$ cat config.mk
export PLATFORM = sky130hd
export DESIGN_NAME = light_fade_pattern_generator
export DESIGN_NICKNAME = d
export VERILOG_FILES = /design/src/sv/lfpg_pkg.sv /design/src/sv/light_fade_pattern_generator.sv
export SDC_FILE = /design/constraint.sdc
export NUM_CORES = 1
export LEC_CHECK = 0
export BUFFER_PORTS_ARGS = -buffer_cell sky130_fd_sc_hd__buf_4
export CAP_MARGIN = 40
export CORE_ASPECT_RATIO = 1.2
export CORE_MARGIN = 2
export CORE_UTILIZATION = 64
export DETAILED_ROUTE_END_ITERATION = 10
export PLACE_DENSITY = 0.87
export SYNTH_ARGS = -nofsm -noshare
export SYNTH_HDL_FRONTEND = slang
export SYNTH_SLANG_ARGS = --single-unit
$ cat constraint.sdc
create_clock -name clk -period 7.7 [get_ports clk]
set_clock_uncertainty 0.05 [all_clocks]
set_input_delay 1.54 -clock clk [delete_from_list [all_inputs] [get_ports clk]]
set_output_delay 1.54 -clock clk [all_outputs]
set_load 0.01 [all_outputs]
$ cat src/sv/lfpg_pkg.sv
// ----------------------------------------------------------------------------
// lfpg_pkg: shared types and constants for the light fade pattern generator
// Pattern codes, request kinds, field widths and the sequencer state type.
// ----------------------------------------------------------------------------
package lfpg_pkg;

  localparam int unsigned PAT_W     = 3;
  localparam int unsigned DUR_W     = 16;
  localparam int unsigned T_W       = 17;   // elapsed time, saturating
  localparam int unsigned PH_W      = 7;    // strobe phase, mod 77
  localparam int unsigned LVL_W     = 8;
  localparam int unsigned NUM_W     = 25;   // 255 * t
  localparam int unsigned DS_W      = 23;   // divisor << 7
  localparam int unsigned IN_DATA_W = 24;   // pattern + duration, byte padded

  localparam logic [LVL_W-1:0] FULL          = 8'd255;
  localparam logic [PH_W-1:0]  STROBE_LAST   = 7'd76;   // period 77
  localparam logic [PH_W-1:0]  STROBE_ON     = 7'd38;
  localparam logic [T_W-1:0]   ELAPSED_MAX   = 17'h1FFFF;

  // request kind carried in tuser
  localparam logic REQ_START = 1'b0;
  localparam logic REQ_TICK  = 1'b1;

  localparam logic [PAT_W-1:0] PAT_OFF     = 3'd0;
  localparam logic [PAT_W-1:0] PAT_ON      = 3'd1;
  localparam logic [PAT_W-1:0] PAT_RAMP_UP = 3'd2;
  localparam logic [PAT_W-1:0] PAT_RAMP_DN = 3'd3;
  localparam logic [PAT_W-1:0] PAT_UP_DN   = 3'd4;
  localparam logic [PAT_W-1:0] PAT_DN_UP   = 3'd5;
  localparam logic [PAT_W-1:0] PAT_STROBE  = 3'd6;

  typedef enum logic [3:0] {
    S_IDLE  = 4'b0001,
    S_SETUP = 4'b0010,
    S_DIV   = 4'b0100,
    S_OUT   = 4'b1000
  } state_t;

endpackage

$ cat src/sv/light_fade_pattern_generator.sv
// ----------------------------------------------------------------------------
// light_fade_pattern_generator: timed brightness patterns for one PWM channel
// Start beats load a pattern and a duration; tick beats give at most one level each.
// ----------------------------------------------------------------------------
// Flow: a tick passes setup, then the divider steps if it needs a quotient, and
//   then the output state; a tick that gives no level goes from setup back to idle.
// One beat at a time: a start beat is taken in idle and leaves it idle, and a new
//   beat is taken only after the last tick's level is taken. The 8-step shared
//   restoring divider does one 25-bit compare/subtract per cycle.
// Reset (rst, sync, active high): off pattern, zero duration and time, idle.
module light_fade_pattern_generator (
  input  logic                             clk,
  input  logic                             rst,
  input  logic                             s_tvalid,
  output logic                             s_tready,
  input  logic [lfpg_pkg::IN_DATA_W-1:0]   s_tdata,   // [2:0] pattern, [18:3] duration_ms
  input  logic                             s_tuser,   // [0] req_type
  output logic                             m_tvalid,
  input  logic                             m_tready,
  output logic [lfpg_pkg::LVL_W-1:0]       m_tdata    // [7:0] level
);

  lfpg_pkg::state_t state;

  // pattern state
  logic [lfpg_pkg::PAT_W-1:0] active_pattern;
  logic [lfpg_pkg::DUR_W-1:0] pattern_length;
  logic [lfpg_pkg::T_W-1:0]   elapsed_ms;
  logic [lfpg_pkg::PH_W-1:0]  strobe_phase;
  logic                       level_written;

  // divider registers
  logic [lfpg_pkg::NUM_W-1:0] rem;
  logic [lfpg_pkg::DS_W-1:0]  ds;
  logic [lfpg_pkg::LVL_W-1:0] quo;
  logic [2:0]                 step;
  logic                       inv;
  logic [lfpg_pkg::LVL_W-1:0] level;

  // setup decode
  logic                       su_skip;
  logic                       su_div;
  logic                       su_inv;
  logic [lfpg_pkg::LVL_W-1:0] su_base;
  logic [lfpg_pkg::NUM_W-1:0] su_num;
  logic [lfpg_pkg::DUR_W-1:0] su_dv;
  logic [14:0]                half;
  logic                       fall_half;
  logic [lfpg_pkg::T_W-1:0]   tx;
  logic [lfpg_pkg::NUM_W-1:0] num255;

  // shared compare/subtract
  logic [lfpg_pkg::NUM_W-1:0] ds_ext;
  logic [lfpg_pkg::NUM_W-1:0] diff;
  logic                       fits;
  logic [lfpg_pkg::LVL_W-1:0] quo_next;

  logic in_beat;
  logic out_beat;

  assign s_tready = (state == lfpg_pkg::S_IDLE);
  assign m_tvalid = (state == lfpg_pkg::S_OUT);
  assign m_tdata  = level;
  assign in_beat  = s_tvalid && s_tready;
  assign out_beat = m_tvalid && m_tready;

  assign half   = pattern_length[lfpg_pkg::DUR_W-1:1];
  // triangle past its peak: time is measured from the start of the second half
  assign fall_half = (active_pattern inside {lfpg_pkg::PAT_UP_DN, lfpg_pkg::PAT_DN_UP}) &&
                     (elapsed_ms >= {2'b0, half});
  assign tx     = fall_half ? (elapsed_ms - {2'b0, half}) : elapsed_ms;
  assign num255 = {tx, 8'b0} - {8'b0, tx};

  always_comb begin
    su_skip = 1'b0;
    su_div  = 1'b0;
    su_inv  = 1'b0;
    su_base = '0;
    su_num  = num255;
    su_dv   = pattern_length;
    case (active_pattern)
      lfpg_pkg::PAT_RAMP_UP, lfpg_pkg::PAT_RAMP_DN: begin
        su_inv = (active_pattern == lfpg_pkg::PAT_RAMP_DN);
        // zero duration falls in here too: t >= 0
        if (elapsed_ms >= {1'b0, pattern_length}) begin
          su_base = lfpg_pkg::FULL;
        end else begin
          su_div = 1'b1;
        end
      end
      lfpg_pkg::PAT_UP_DN, lfpg_pkg::PAT_DN_UP: begin
        su_inv = (active_pattern == lfpg_pkg::PAT_DN_UP);
        su_dv  = {1'b0, half};
        // past the end, or a zero half: base level 0
        if (elapsed_ms >= {1'b0, half, 1'b0}) begin
          su_base = '0;
        end else if (elapsed_ms < {2'b0, half}) begin
          su_div = 1'b1;
        end else begin
          // second half: ceil(255*(t-H)/H), inverted to 255 minus that for up-down
          su_div = 1'b1;
          su_inv = (active_pattern != lfpg_pkg::PAT_DN_UP);
          su_num = num255 + {10'b0, half - 15'd1};
        end
      end
      lfpg_pkg::PAT_STROBE: begin
        if (elapsed_ms > {1'b0, pattern_length} || strobe_phase < lfpg_pkg::STROBE_ON) begin
          su_base = lfpg_pkg::FULL;
        end
      end
      default: begin
        // off, on and code seven: one level after a start
        su_skip = level_written;
        su_base = (active_pattern == lfpg_pkg::PAT_ON) ? lfpg_pkg::FULL : '0;
      end
    endcase
  end

  assign ds_ext   = {2'b0, ds};
  assign diff     = rem - ds_ext;
  assign fits     = (rem >= ds_ext);
  assign quo_next = {quo[lfpg_pkg::LVL_W-2:0], fits};

  always_ff @(posedge clk) begin
    if (rst) begin
      state          <= lfpg_pkg::S_IDLE;
      active_pattern <= lfpg_pkg::PAT_OFF;
      pattern_length <= '0;
      elapsed_ms     <= '0;
      strobe_phase   <= '0;
      level_written  <= 1'b0;
    end else begin
      case (state)
        lfpg_pkg::S_IDLE: begin
          if (in_beat) begin
            if (s_tuser == lfpg_pkg::REQ_START) begin
              active_pattern <= s_tdata[lfpg_pkg::PAT_W-1:0];
              pattern_length <= s_tdata[lfpg_pkg::PAT_W +: lfpg_pkg::DUR_W];
              elapsed_ms     <= '0;
              strobe_phase   <= '0;
              level_written  <= 1'b0;
            end else begin
              state <= lfpg_pkg::S_SETUP;
            end
          end
        end
        lfpg_pkg::S_SETUP: begin
          if (su_skip) begin
            state <= lfpg_pkg::S_IDLE;
          end else begin
            level_written <= 1'b1;
            if (elapsed_ms != lfpg_pkg::ELAPSED_MAX) begin
              elapsed_ms <= elapsed_ms + 17'd1;
            end
            strobe_phase <= (strobe_phase == lfpg_pkg::STROBE_LAST) ? '0
                                                                     : strobe_phase + 7'd1;
            state <= su_div ? lfpg_pkg::S_DIV : lfpg_pkg::S_OUT;
          end
        end
        lfpg_pkg::S_DIV: begin
          if (step == 3'd0) begin
            state <= lfpg_pkg::S_OUT;
          end
        end
        lfpg_pkg::S_OUT: begin
          if (out_beat) begin
            state <= lfpg_pkg::S_IDLE;
          end
        end
        default: begin
          state <= lfpg_pkg::S_IDLE;
        end
      endcase
    end
  end

  // datapath, no reset needed
  always_ff @(posedge clk) begin
    case (state)
      lfpg_pkg::S_SETUP: begin
        rem   <= su_num;
        ds    <= {su_dv, 7'b0};
        quo   <= '0;
        step  <= 3'd7;
        inv   <= su_inv;
        level <= su_base ^ {lfpg_pkg::LVL_W{su_inv}};
      end
      lfpg_pkg::S_DIV: begin
        if (fits) begin
          rem <= diff;
        end
        ds   <= ds >> 1;
        quo  <= quo_next;
        step <= step - 3'd1;
        if (step == 3'd0) begin
          level <= quo_next ^ {lfpg_pkg::LVL_W{inv}};
        end
      end
      default: begin
      end
    endcase
  end

  // a beat is never taken in while a level waits
  assert property (@(posedge clk) disable iff (rst) !(s_tready && m_tvalid))
    else $error("input ready while output valid");

  // remainder stays below twice the shifted divisor, so 8 quotient bits suffice
  assert property (@(posedge clk) disable iff (rst)
    (state == lfpg_pkg::S_DIV) |-> (rem < {1'b0, ds, 1'b0}))
    else $error("divider remainder out of range");

  // start beats give no result and leave the block idle
  assert property (@(posedge clk) disable iff (rst)
    (in_beat && s_tuser == lfpg_pkg::REQ_START) |=> s_tready)
    else $error("start beat did not return to idle");

  // once the level is taken the block is ready again
  assert property (@(posedge clk) disable iff (rst) out_beat |=> s_tready)
    else $error("not idle after output beat");

endmodule
==> results.md, run 1 <==
- Setup violators final: 0
- Post-synthesis sequential area ratio: 28.8%
- Max Fclk: 144 MHz
- Max Cap Violations: 0
- Die H: 143 um
- Grt ovf: 0
- CTS Buf Count: 17
- H-tree depth: 4
- Mapped cell area: 10,300 um^2
- Post-cts resize count: 0
- Most common cell in the synthesized netlist: a21oi_1
- Synthesized instance count: around 1,300
- Endpoints failing hold: 0
- Leak: 4.66 nW
- Cell Int Power: about 1.7 mW
- Layout cells sized above 1: under 10%
- Dominant synthesized flop cell: edfxtp_1
- Worst path buffer plus inverter count: 2
- Combinational Power Share: 39.7%
- Peak VDD IR: 0.124 mV
- Starting Density: between 60% and 70%
- Hold Path Depth: 2
- Synth area leaders: edfxtp_1, ha_1, dfxtp_1
- Pwr dens: 235 nW/um^2
- Sequential share of power: between 20% and 30%
- Max FO, Critical Path: 13
- Residual DRC count: 0
- Clock transition at path regs: ~0.060 ns
- Post-Layout Cell Count: 1,490
- Setup ws final: 0.777 ns
- Routed Antenna Nets: 0
- Synth warnings: 0
- RePlAce Congestion: 0.972
- Port buffer count: 33
- Vias per inst: approximately 6.4
- Reg2Reg Launch Point: pattern_length[7]$_SDFFE_PP0P_
- # diodes: 0
- Flops & latches, synth: 115
- Reg2reg path depth: 26
- Pre-antenna DRT Iters: 5
- CP Launch Type: register
- Tcrit/Tclk final: between 80 and 90%
- Total power: 2.66 mW
- Core footprint: roughly 16,000 um^2
- Io pins: 39
- Largest net degree at the start of global routing: 71
- Switching Share: 36.5%
- Chip width: 120 um
- Ys async rst share: 0%
- Area growth, synth to finish: 9.71%
- Synth cell count leaders: a21oi_1, nand2_1, nor2_1
- Post-route cell area: 11,300 um^2
- GRT Util Overall: about a third
- Worst-skew pair later-pin latency: between 0.4 and 0.5 ns
- Die area: 17,200 um^2
- Initial antenna violation count: 0
- Slowest stage delay, CP: ~0.52 ns
- Util after Layout: 72.1%
- CP Depth: 26
- Headroom to the max-slew limit: roughly 40%
- Hpwl dp: 20,300 um
- CTS Sinks: 115
- Site row count: 50
- Top Family by Delay on Critical Path: compound AO/OA/AOI/OAI gates
- Max Root-Sink Buffers: 2
- Placed Cells: 1,458
- Switch Pwr: 970 uW
- # hold bufs at CTS: 0
- Vias after detailed routing: 9,512
- RSZ-0062 raised after global routing: no
- Slowest-stage cell, CP: ha_1
- Hold path startpoint: level_written$_SDFFE_PP0P_
- Crit Path Category: register to register
- Initial DRC Count: approximately 950
- Crit path from: pattern_length[7]$_SDFFE_PP0P_
- Worst-margin pin slew: 0.893 ns
- Syn_nets: between 1,000 and 1,500
- Count of cell types in the netlist: between 80 and 90
- TritonCTS clock tree: done
- Clk root buf: clkbuf_16
- Hold slack: roughly 0.45 ns
- Syn Area/Cell: around 8 um^2
- Final Slew Violations: 0
- WP data required: 7.83 ns
- Post-CTS Setup Inserts: 0
- Vias in the first global route: 9,042
- Routed WL per cell: 18.6 um
- Worst Hold Class: register to register
- Place WS: approximately 1 ns
- Post-DP Area: between 10,000 and 15,000 um^2
- Top cell type's share of synthesized area: 19.5%
- Dominant cell type by area after synthesis: edfxtp_1
- Detailed Route WL: 27,700 um
- Tmin final: approximately 7 ns
- EDFF count, synth: 67
- Critical path endpoint category: register
- Power share of the clock group: 32.9%
- TNS Setup: 0 ns
- Status: finished clean
- First-pass GRT wire length: 44,000 um
- Layout Nets: 1,385
- Crit path DAT: 7.05 ns
==> worst reg2reg max path, cell delays in order (launching register included) <==
cell and delay [ns]:
dfxtp_1 0.51, inv_1 0.20, ha_1 0.53, nand4_2 0.31, a211o_1 0.37, o211ai_2 0.19
o21a_1 0.50, nand2_1 0.09, nand2_1 0.18, inv_1 0.07, ha_1 0.27, nand2_1 0.11
nand2b_1 0.08, a211o_1 0.23, o211ai_1 0.15, maj3_2 0.26, mux2_2 0.16, nor3b_1 0.33
a21o_1 0.21, xnor2_1 0.13, ha_1 0.40, a21oi_1 0.12, nand2b_1 0.19, a211oi_2 0.36
nor4b_2 0.29, xnor2_1 0.11, mux2_2 0.28
==> cells in the final DEF (no fill, tap or decap), types with 37 or more instances in the layout <==
cell,netlist,routed
a211oi_1,37,37
a21oi_1,127,127
buf_4,3,42
dfxtp_1,48,48
edfxtp_1,67,67
ha_1,84,84
inv_1,83,83
nand2_1,121,121
nor2_1,112,112
o21ai_0,56,55
xnor2_1,72,72
xor2_1,42,42
==> cells by family after synthesis <==
family / synth area share (%)
mux: 1.74
flops: 28.8
compound gates: 21.2
simple gates: 21.8
buf+inv: 5.37
fa+ha+maj: 11.0
xor+xnor: 10.1
==> final timing paths <==
path                                end  slack, ns
max                   rem[22]$_DFFE_PP_       0.78
max reg2reg           rem[22]$_DFFE_PP_       0.78
min reg2reg  level_written$_SDFFE_PP0P_       0.45
min          level_written$_SDFFE_PP0P_       0.45
==> flip-flops by register name (all words and copies together), names as in the netlist <==
register        count
pattern_length     16
step                3
level_written       1
elapsed_ms         17
active_pattern      3
m_tdata             8
ds                 23
state               4
strobe_phase        7
quo                 7
inv                 1
rem                25
==> layer usage <==
metal	global-route usage, %	share of wire, %	routed length [um]	vias up
met5	0	0	0	-
met4	16.5	4.5	1250	0
met3	4.71	5.7	1570	94
met2	57.0	50	13700	387
met1	38.1	40	11100	4455
li1	-	-	-	4576
==> cell type report <==
type,instances,area (um^2)
Clock inverter,15,218
Fill cell,1180,4370
Sequential cell,115,2970
Multi-Input combinational cell,1010,6830
Tap cell,208,260
Clock buffer,17,425
Inverter,83,312
Timing Repair Buffer,42,315
==> power groups by stage <==
| stage | combinational [mW] | clock, mW | sequential (mW) |
|---|---|---|---|
| 2_1_floorplan | 0.825 | 0 | 0.730 |
| 3_3_place_gp | 0.994 | 0 | 0.737 |
| 3_5_place_dp | 1.02 | 0 | 0.739 |
| 4_1_cts | 1.04 | 0.876 | 0.727 |
| 5_1_grt | 1.16 | 0.900 | 0.730 |
| 6_report | 1.06 | 0.873 | 0.728 |
No activity file was read; power rests on OpenSTA's default activity.
==> inputs of run 2 (changes only) <==
Settings changed: CORE_ASPECT_RATIO 1.2 to 2.
==> results.md, run 2 (synthesis gave the netlist of run 1 again) <==
- Port buffer count: 33 (unchanged)
- Vias per inst: 6.45 (+0.98%)
- Tcrit/Tclk final: 91.1% (+1.1 points)
- Leak: 4.70 nW (+0.81%)
- Max Root-Sink Buffers: 2 (unchanged)
- Grt ovf: 0 (unchanged)
- Routed WL per cell: 19.8 um (+6.4%)
- Max FFs per register: 25 (unchanged)
- Layout cells sized above 1: 9.04% (+0.77 points)
- Worst-margin pin slew: 0.882 ns (-0.0110 ns)
- Most flops, register: rem
- Max Cap Violations: 0 (unchanged)
- Post-CTS Setup Inserts: 0 (unchanged)
- Max Fclk: 143 MHz (-1.3%)
- Pre-antenna DRT Iters: 8 (+3)
- Most frequent cells in the layout: a21oi_1, nand2_1, nor2_1, ha_1, inv_1
- Die H: 184 um (+28%)
- CTS Buf Count: 17 (unchanged)
- Initial DRC Count: 554 (-42%)
- Peak VDD IR: 0.184 mV (+48%)
- Max FO, Critical Path: 11 (-2)
- CTS Sinks: 115 (unchanged)
- Combinational Power Share: 41.6% (+1.9 points)
- Crit path DAT: 7.13 ns (+0.08 ns)
- H-tree depth: 4 (unchanged)
- Critical path endpoint category: register
- TritonCTS clock tree: done
- Routed Antenna Nets: 0 (unchanged)
- Fillers: 1,233 (+4.5%)
- Hpwl dp: 22,600 um (+12%)
- Site row count: 65 (+30%)
- Initial antenna violation count: 0 (unchanged)
- Power share of the clock group: 30.2% (-2.7 points)
- # hold bufs at CTS: 0 (unchanged)
- Detailed Route WL: 29,600 um (+6.7%)
- Tmin final: 7.01 ns (+0.0883 ns)
- Multi-input combinational cell area: 6830 um^2 (unchanged)
- Io pins: 39 (unchanged)
- Starting Density: 65.4% (-0.31 points)
- WP data required: 7.82 ns (about the same)
- # diodes: 0 (unchanged)
- Setup violators final: 0 (unchanged)
- Chip width: 93.8 um (-22%)
- Post-DP Area: 10,800 um^2 (+0.76%)
- Post-Layout Cell Count: 1,495 (+0.34%)
- Largest net degree at the start of global routing: 90 (+27%)
- Endpoints failing hold: 0 (unchanged)
- Hold slack: 0.424 ns (-0.0231 ns)
- GRT Util Overall: 35.5% (+3.1 points)
- Setup ws final: 0.689 ns (-0.0883 ns)
- Switch Pwr: 960 uW (-1.1%)
- Layout Nets: 1,397 (+0.87%)
- Sequential Area: 2970 um^2 (unchanged)
- Worst Hold Class: register to register
- Clk root buf: clkbuf_16
- Util after Layout: 71.9% (-0.28 points)
- RSZ-0062 raised after global routing: no
- Reg2reg path depth: 27 (+3.8%)
- Post-cts resize count: 0 (unchanged)
- Placed Cells: 1,463 (+0.34%)
- TNS Setup: 0 ns (unchanged)
- Status: finished clean
- Clock transition at path regs: 0.06 ns (about the same)
- Worst-skew pair later-pin latency: 0.43 ns (about the same)
- First-pass GRT wire length: 47,300 um (+7.6%)
- Sequential share of power: 28.2% (+0.8 points)
- Crit Path Category: register to register
- Total power: 2.57 mW (-3.2%)
- CP Launch Type: register
- Pwr dens: 227 nW/um^2 (-3.3%)
- Largest regs: rem (25), ds (23), elapsed_ms (17)
- Residual DRC count: 0 (unchanged)
- Final Slew Violations: 0 (unchanged)
- Vias in the first global route: 9,562 (+5.8%)
- Vias after detailed routing: 9,637 (+1.3%)
- Area growth, synth to finish: 9.80% (about the same)
- Post-route cell area: 11,300 um^2 (about the same)
- Headroom to the max-slew limit: 40.7% (+1.0 points)
- Core footprint: 15,800 um^2 (+0.48%)
- Cell Int Power: 1.61 mW (-4.4%)
- Place WS: 0.824 ns (-0.161 ns)
- Hold Path Depth: 2 (unchanged)
- Die area: 17,200 um^2 (+0.34%)
- Switching Share: 37.3% (+0.80 points)
- Commonest non-fill, non-tap cell in the layout: a21oi_1
- RePlAce Congestion: 1.06 (+8.5%)
run 2: changes by cell type in the layout (fill, tap and decap cells not counted), sizes merged:
cell    change
buf        +12
bufinv      -3
clkbuf      +4
clkinv      -1
run 2: power groups by stage:
stage	registers, mW	clock network (mW)	logic, mW
after detailed placement	0.737	0	1.04
after CTS	0.725	0.775	1.05
after floorplan	0.730	0	0.825
after global routing	0.729	0.802	1.17
final	0.725	0.776	1.07
after global placement	0.735	0	1.01
run 2: cell type report:
| cell class | count | area share, % |
|---|---|---|
| flip-flops and latches | 115 | 26.2 |
| multi-input cells | 1010 | 60.2 |
| repair buffers | 54 | 3.58 |
| well taps | 201 | 2.22 |
| clock inverters | 11 | 0.850 |
| inverters | 83 | 2.75 |
| clock buffers | 21 | 4.19 |
run 2: worst max-delay path, cell delays in order, from the launching register on:
cell and delay (ns):
dfxtp_1 0.52, inv_1 0.19, ha_1 0.47, a211oi_2 0.35
o21ba_1 0.17, buf_4 0.15, o211ai_2 0.22, o21ai_2 0.47
nor2_1 0.07, a21oi_1 0.26, inv_1 0.12, ha_1 0.25
nand2_1 0.11, nand2b_1 0.08, a211o_1 0.22, o211ai_1 0.15
maj3_2 0.25, mux2_2 0.17, nor3b_1 0.38, a21o_1 0.22
xnor2_1 0.13, ha_1 0.40, a21oi_1 0.11, nand2b_1 0.19
a211oi_2 0.36, nor4b_2 0.30, xnor2_1 0.12, mux2_2 0.26
run 2: worst paths after layout:
path	startpoint	to	slack (ns)
worst max-delay path	pattern_length[7]$_SDFFE_PP0P_	rem[22]$_DFFE_PP_	0.69
worst max register to register	pattern_length[7]$_SDFFE_PP0P_	rem[22]$_DFFE_PP_	0.69
worst min-delay path	level_written$_SDFFE_PP0P_	level_written$_SDFFE_PP0P_	0.42
worst min register to register	level_written$_SDFFE_PP0P_	level_written$_SDFFE_PP0P_	0.42
run 2: metal layers:
layer,vias to the layer above,wire (um),GRT usage [%]
li1,4602,-,-
met3,133,1280,4.55
met4,0,2740,28.6
met2,375,15300,64.2
met1,4527,10300,34.9
met5,-,0,0
==> inputs of run 3 (changes only) <==
Settings changed: CORE_UTILIZATION 64 to 65, CTS_BUF_LIST from default to sky130_fd_sc_hd__clkbuf_2 sky130_fd_sc_hd__clkbuf_4 sky130_fd_sc_hd__clkbuf_8, PLACE_DENSITY 0.87 to 0.88.
==> results.md, run 3 (synthesis gave the netlist of run 1 again) <==
- Status: finished clean
- Cell Int Power: 1.50 mW (-7.1%)
- Critical path endpoint category: register
- H-tree depth: 4 (unchanged)
- Total power: 2.42 mW (-5.8%)
- Post-DP Area: 10,700 um^2 (-0.49%)
- FF-to-FF End: rem[22]$_DFFE_PP_
- Vias per inst: 6.42 (-0.42%)
- Place WS: 0.869 ns (+0.0450 ns)
- Hpwl dp: 22,500 um (-0.45%)
- Post-CTS Setup Inserts: 0 (unchanged)
- Routed Antenna Nets: 0 (unchanged)
- Post-route cell area: 11,100 um^2 (-1.7%)
- Slowest stage delay, CP: 0.43 ns (-0.09 ns)
- WP data required: 7.86 ns (+0.04 ns)
- Io pins: 39 (unchanged)
- TNS Setup: 0 ns (unchanged)
- Vias in the first global route: 9,441 (-1.3%)
- Pwr dens: 217 nW/um^2 (-4.2%)
- Pre-antenna DRT Iters: 9 (+1)
- Grt ovf: 0 (unchanged)
- Max FO, Critical Path: 10 (-1)
- Final Slew Violations: 0 (unchanged)
- Area growth, synth to finish: 7.95%
- Sequential share of power: 29.9% (+1.7 points)
- Detailed Route WL: 29,500 um (-0.31%)
- Post-Layout Cell Count: 1,488 (-0.47%)
- Peak VDD IR: 0.130 mV (-29%)
- CTS Buf Count: 17 (unchanged)
- Tcrit/Tclk final: 90.0% (-1.0 points)
- TritonCTS clock tree: done
- Slowest-stage cell, CP: o21ai_2
- Initial antenna violation count: 0 (unchanged)
- Reg2Reg Launch Point: pattern_length[13]$_SDFFE_PP0P_
- Routed WL per cell: 19.8 um (+0.16%)
- Worst hold endpoint: strobe_phase[6]$_SDFFE_PP0P_
- Vias after detailed routing: 9,552 (-0.88%)
- Setup violators final: 0 (unchanged)
- Clock transition at path regs: 0.07 ns (about the same)
- Combinational Power Share: 44.4% (+2.8 points)
- Setup ws final: 0.769 ns (+0.0808 ns)
- Max Fclk: 144 MHz (+1.2%)
- Die area: 17,000 um^2 (-1.5%)
- Reg2reg path depth: 29 (+7.4%)
- Initial DRC Count: 695 (+25%)
- Max Root-Sink Buffers: 2 (unchanged)
- Most flops, register: rem
- # hold bufs at CTS: 0 (unchanged)
- # diodes: 0 (unchanged)
- RePlAce Congestion: 1.04 (-1.9%)
- Largest regs: rem (25), ds (23), elapsed_ms (17)
- RSZ-0062 raised after global routing: no
- Hold Path Depth: 1 (-1)
- Chip width: 93.1 um (-0.74%)
- Crit Path Category: register to register
- Leak: 4.58 nW (-2.4%)
- Residual DRC count: 0 (unchanged)
- First-pass GRT wire length: 46,800 um (-1.2%)
- Hold path startpoint: strobe_phase[6]$_SDFFE_PP0P_
- Max Cap Violations: 0 (unchanged)
- Switching Share: 38.2% (+0.89 points)
- Setup slack, reg-to-reg: 0.77 ns (+0.08 ns)
- Worst Hold Class: register to register
- Clk root buf: clkbuf_8
- Starting Density: 65.8% (+0.34 points)
- GRT Util Overall: 35.5% (+0.051 points)
- Crit path DAT: 7.09 ns (-0.04 ns)
- Commonest non-fill, non-tap cell in the layout: a21oi_1
- Tmin final: 6.93 ns (-0.0808 ns)
- Post-cts resize count: 0 (unchanged)
- Most frequent cells in the layout: a21oi_1, nand2_1, nor2_1, ha_1, inv_1
- Layout Nets: 1,390 (-0.50%)
- Port buffer count: 33 (unchanged)
- CP Launch Type: register
- CTS Sinks: 115 (unchanged)
- Power share of the clock group: 25.7% (-4.5 points)
- Layout cells sized above 1: 8.55% (-0.49 points)
- Worst-margin pin slew: 0.931 ns (+0.0489 ns)
- Site row count: 65 (unchanged)
- Placed Cells: 1,456 (-0.48%)
- Largest net degree at the start of global routing: 90 (unchanged)
- Headroom to the max-slew limit: 37.6% (-3.1 points)
- Endpoints failing hold: 0 (unchanged)
- Max FFs per register: 25 (unchanged)
- Worst-skew pair later-pin latency: 0.46 ns (+0.03 ns)
- Switch Pwr: 926 uW (-3.5%)
- Die H: 182 um (-0.75%)
- Core footprint: 15,700 um^2 (-0.52%)
## run 3: metrics by stage
| stage | hold WS (ns) | utilization, % |
|---|---|---|
| 2_1_floorplan | 0.391 | - |
| 3_3_place_gp | 0.400 | 68.2 |
| 3_5_place_dp | 0.440 | 68.3 |
| 4_1_cts | 0.451 | 71.0 |
| 5_1_grt | 0.475 | 71.0 |
| 6_report | 0.454 | 71.0 |
## run 3: layout make-up
type	count	area [um^2]
Multi-Input combinational cell	1010	6830
Fill cell	1224	4550
Sequential cell	115	2970
Timing Repair Buffer	47	353
Inverter	83	312
Tap cell	201	251
Clock buffer	19	249
Clock inverter	13	184
## run 3: worst max-delay path: cells and delay by family (launching register included)
family / cells / cell delay (ns)
buffers and inverters: 2 / 0.26
AND/OR/NAND/NOR: 9 / 1.35
flip-flops: 1 / 0.40
multiplexers: 2 / 0.42
adder cells (fa/ha/maj): 4 / 1.33
AO/OA/AOI/OAI: 10 / 2.54
XOR/XNOR: 2 / 0.31
## run 3: worst max path at each step
stage	start	endpoint	slack [ns]	cells past startpoint
finish	pattern_length[13]$_SDFFE_PP0P_	rem[22]$_DFFE_PP_	0.77	29
global route	pattern_length[7]$_SDFFE_PP0P_	rem[22]$_DFFE_PP_	0.31	26
CTS	pattern_length[7]$_SDFFE_PP0P_	rem[22]$_DFFE_PP_	0.84	26
detailed placement	pattern_length[14]$_SDFFE_PP0P_	rem[22]$_DFFE_PP_	0.87	27
global placement	pattern_length[7]$_SDFFE_PP0P_	rem[21]$_DFFE_PP_	1.02	25
floorplan	pattern_length[7]$_SDFFE_PP0P_	rem[21]$_DFFE_PP_	0.87	34
## run 3: routing by layer
metal / part of all wire, % / vias to the layer above / global-route usage [%]
met5: 0 / - / 0
li1: - / 4581 / -
met4: 9.7 / 0 / 30.4
met3: 3.9 / 148 / 4.75
met2: 52 / 347 / 64.1
met1: 34 / 4476 / 34.5
## run 3: power groups by stage
stage	logic, mW	clock network (mW)	registers (mW)
global placement	1.01	0	0.735
detailed placement	1.04	0	0.737
floorplan	0.825	0	0.730
CTS	1.06	0.620	0.724
global route	1.18	0.649	0.727
finish	1.08	0.622	0.724
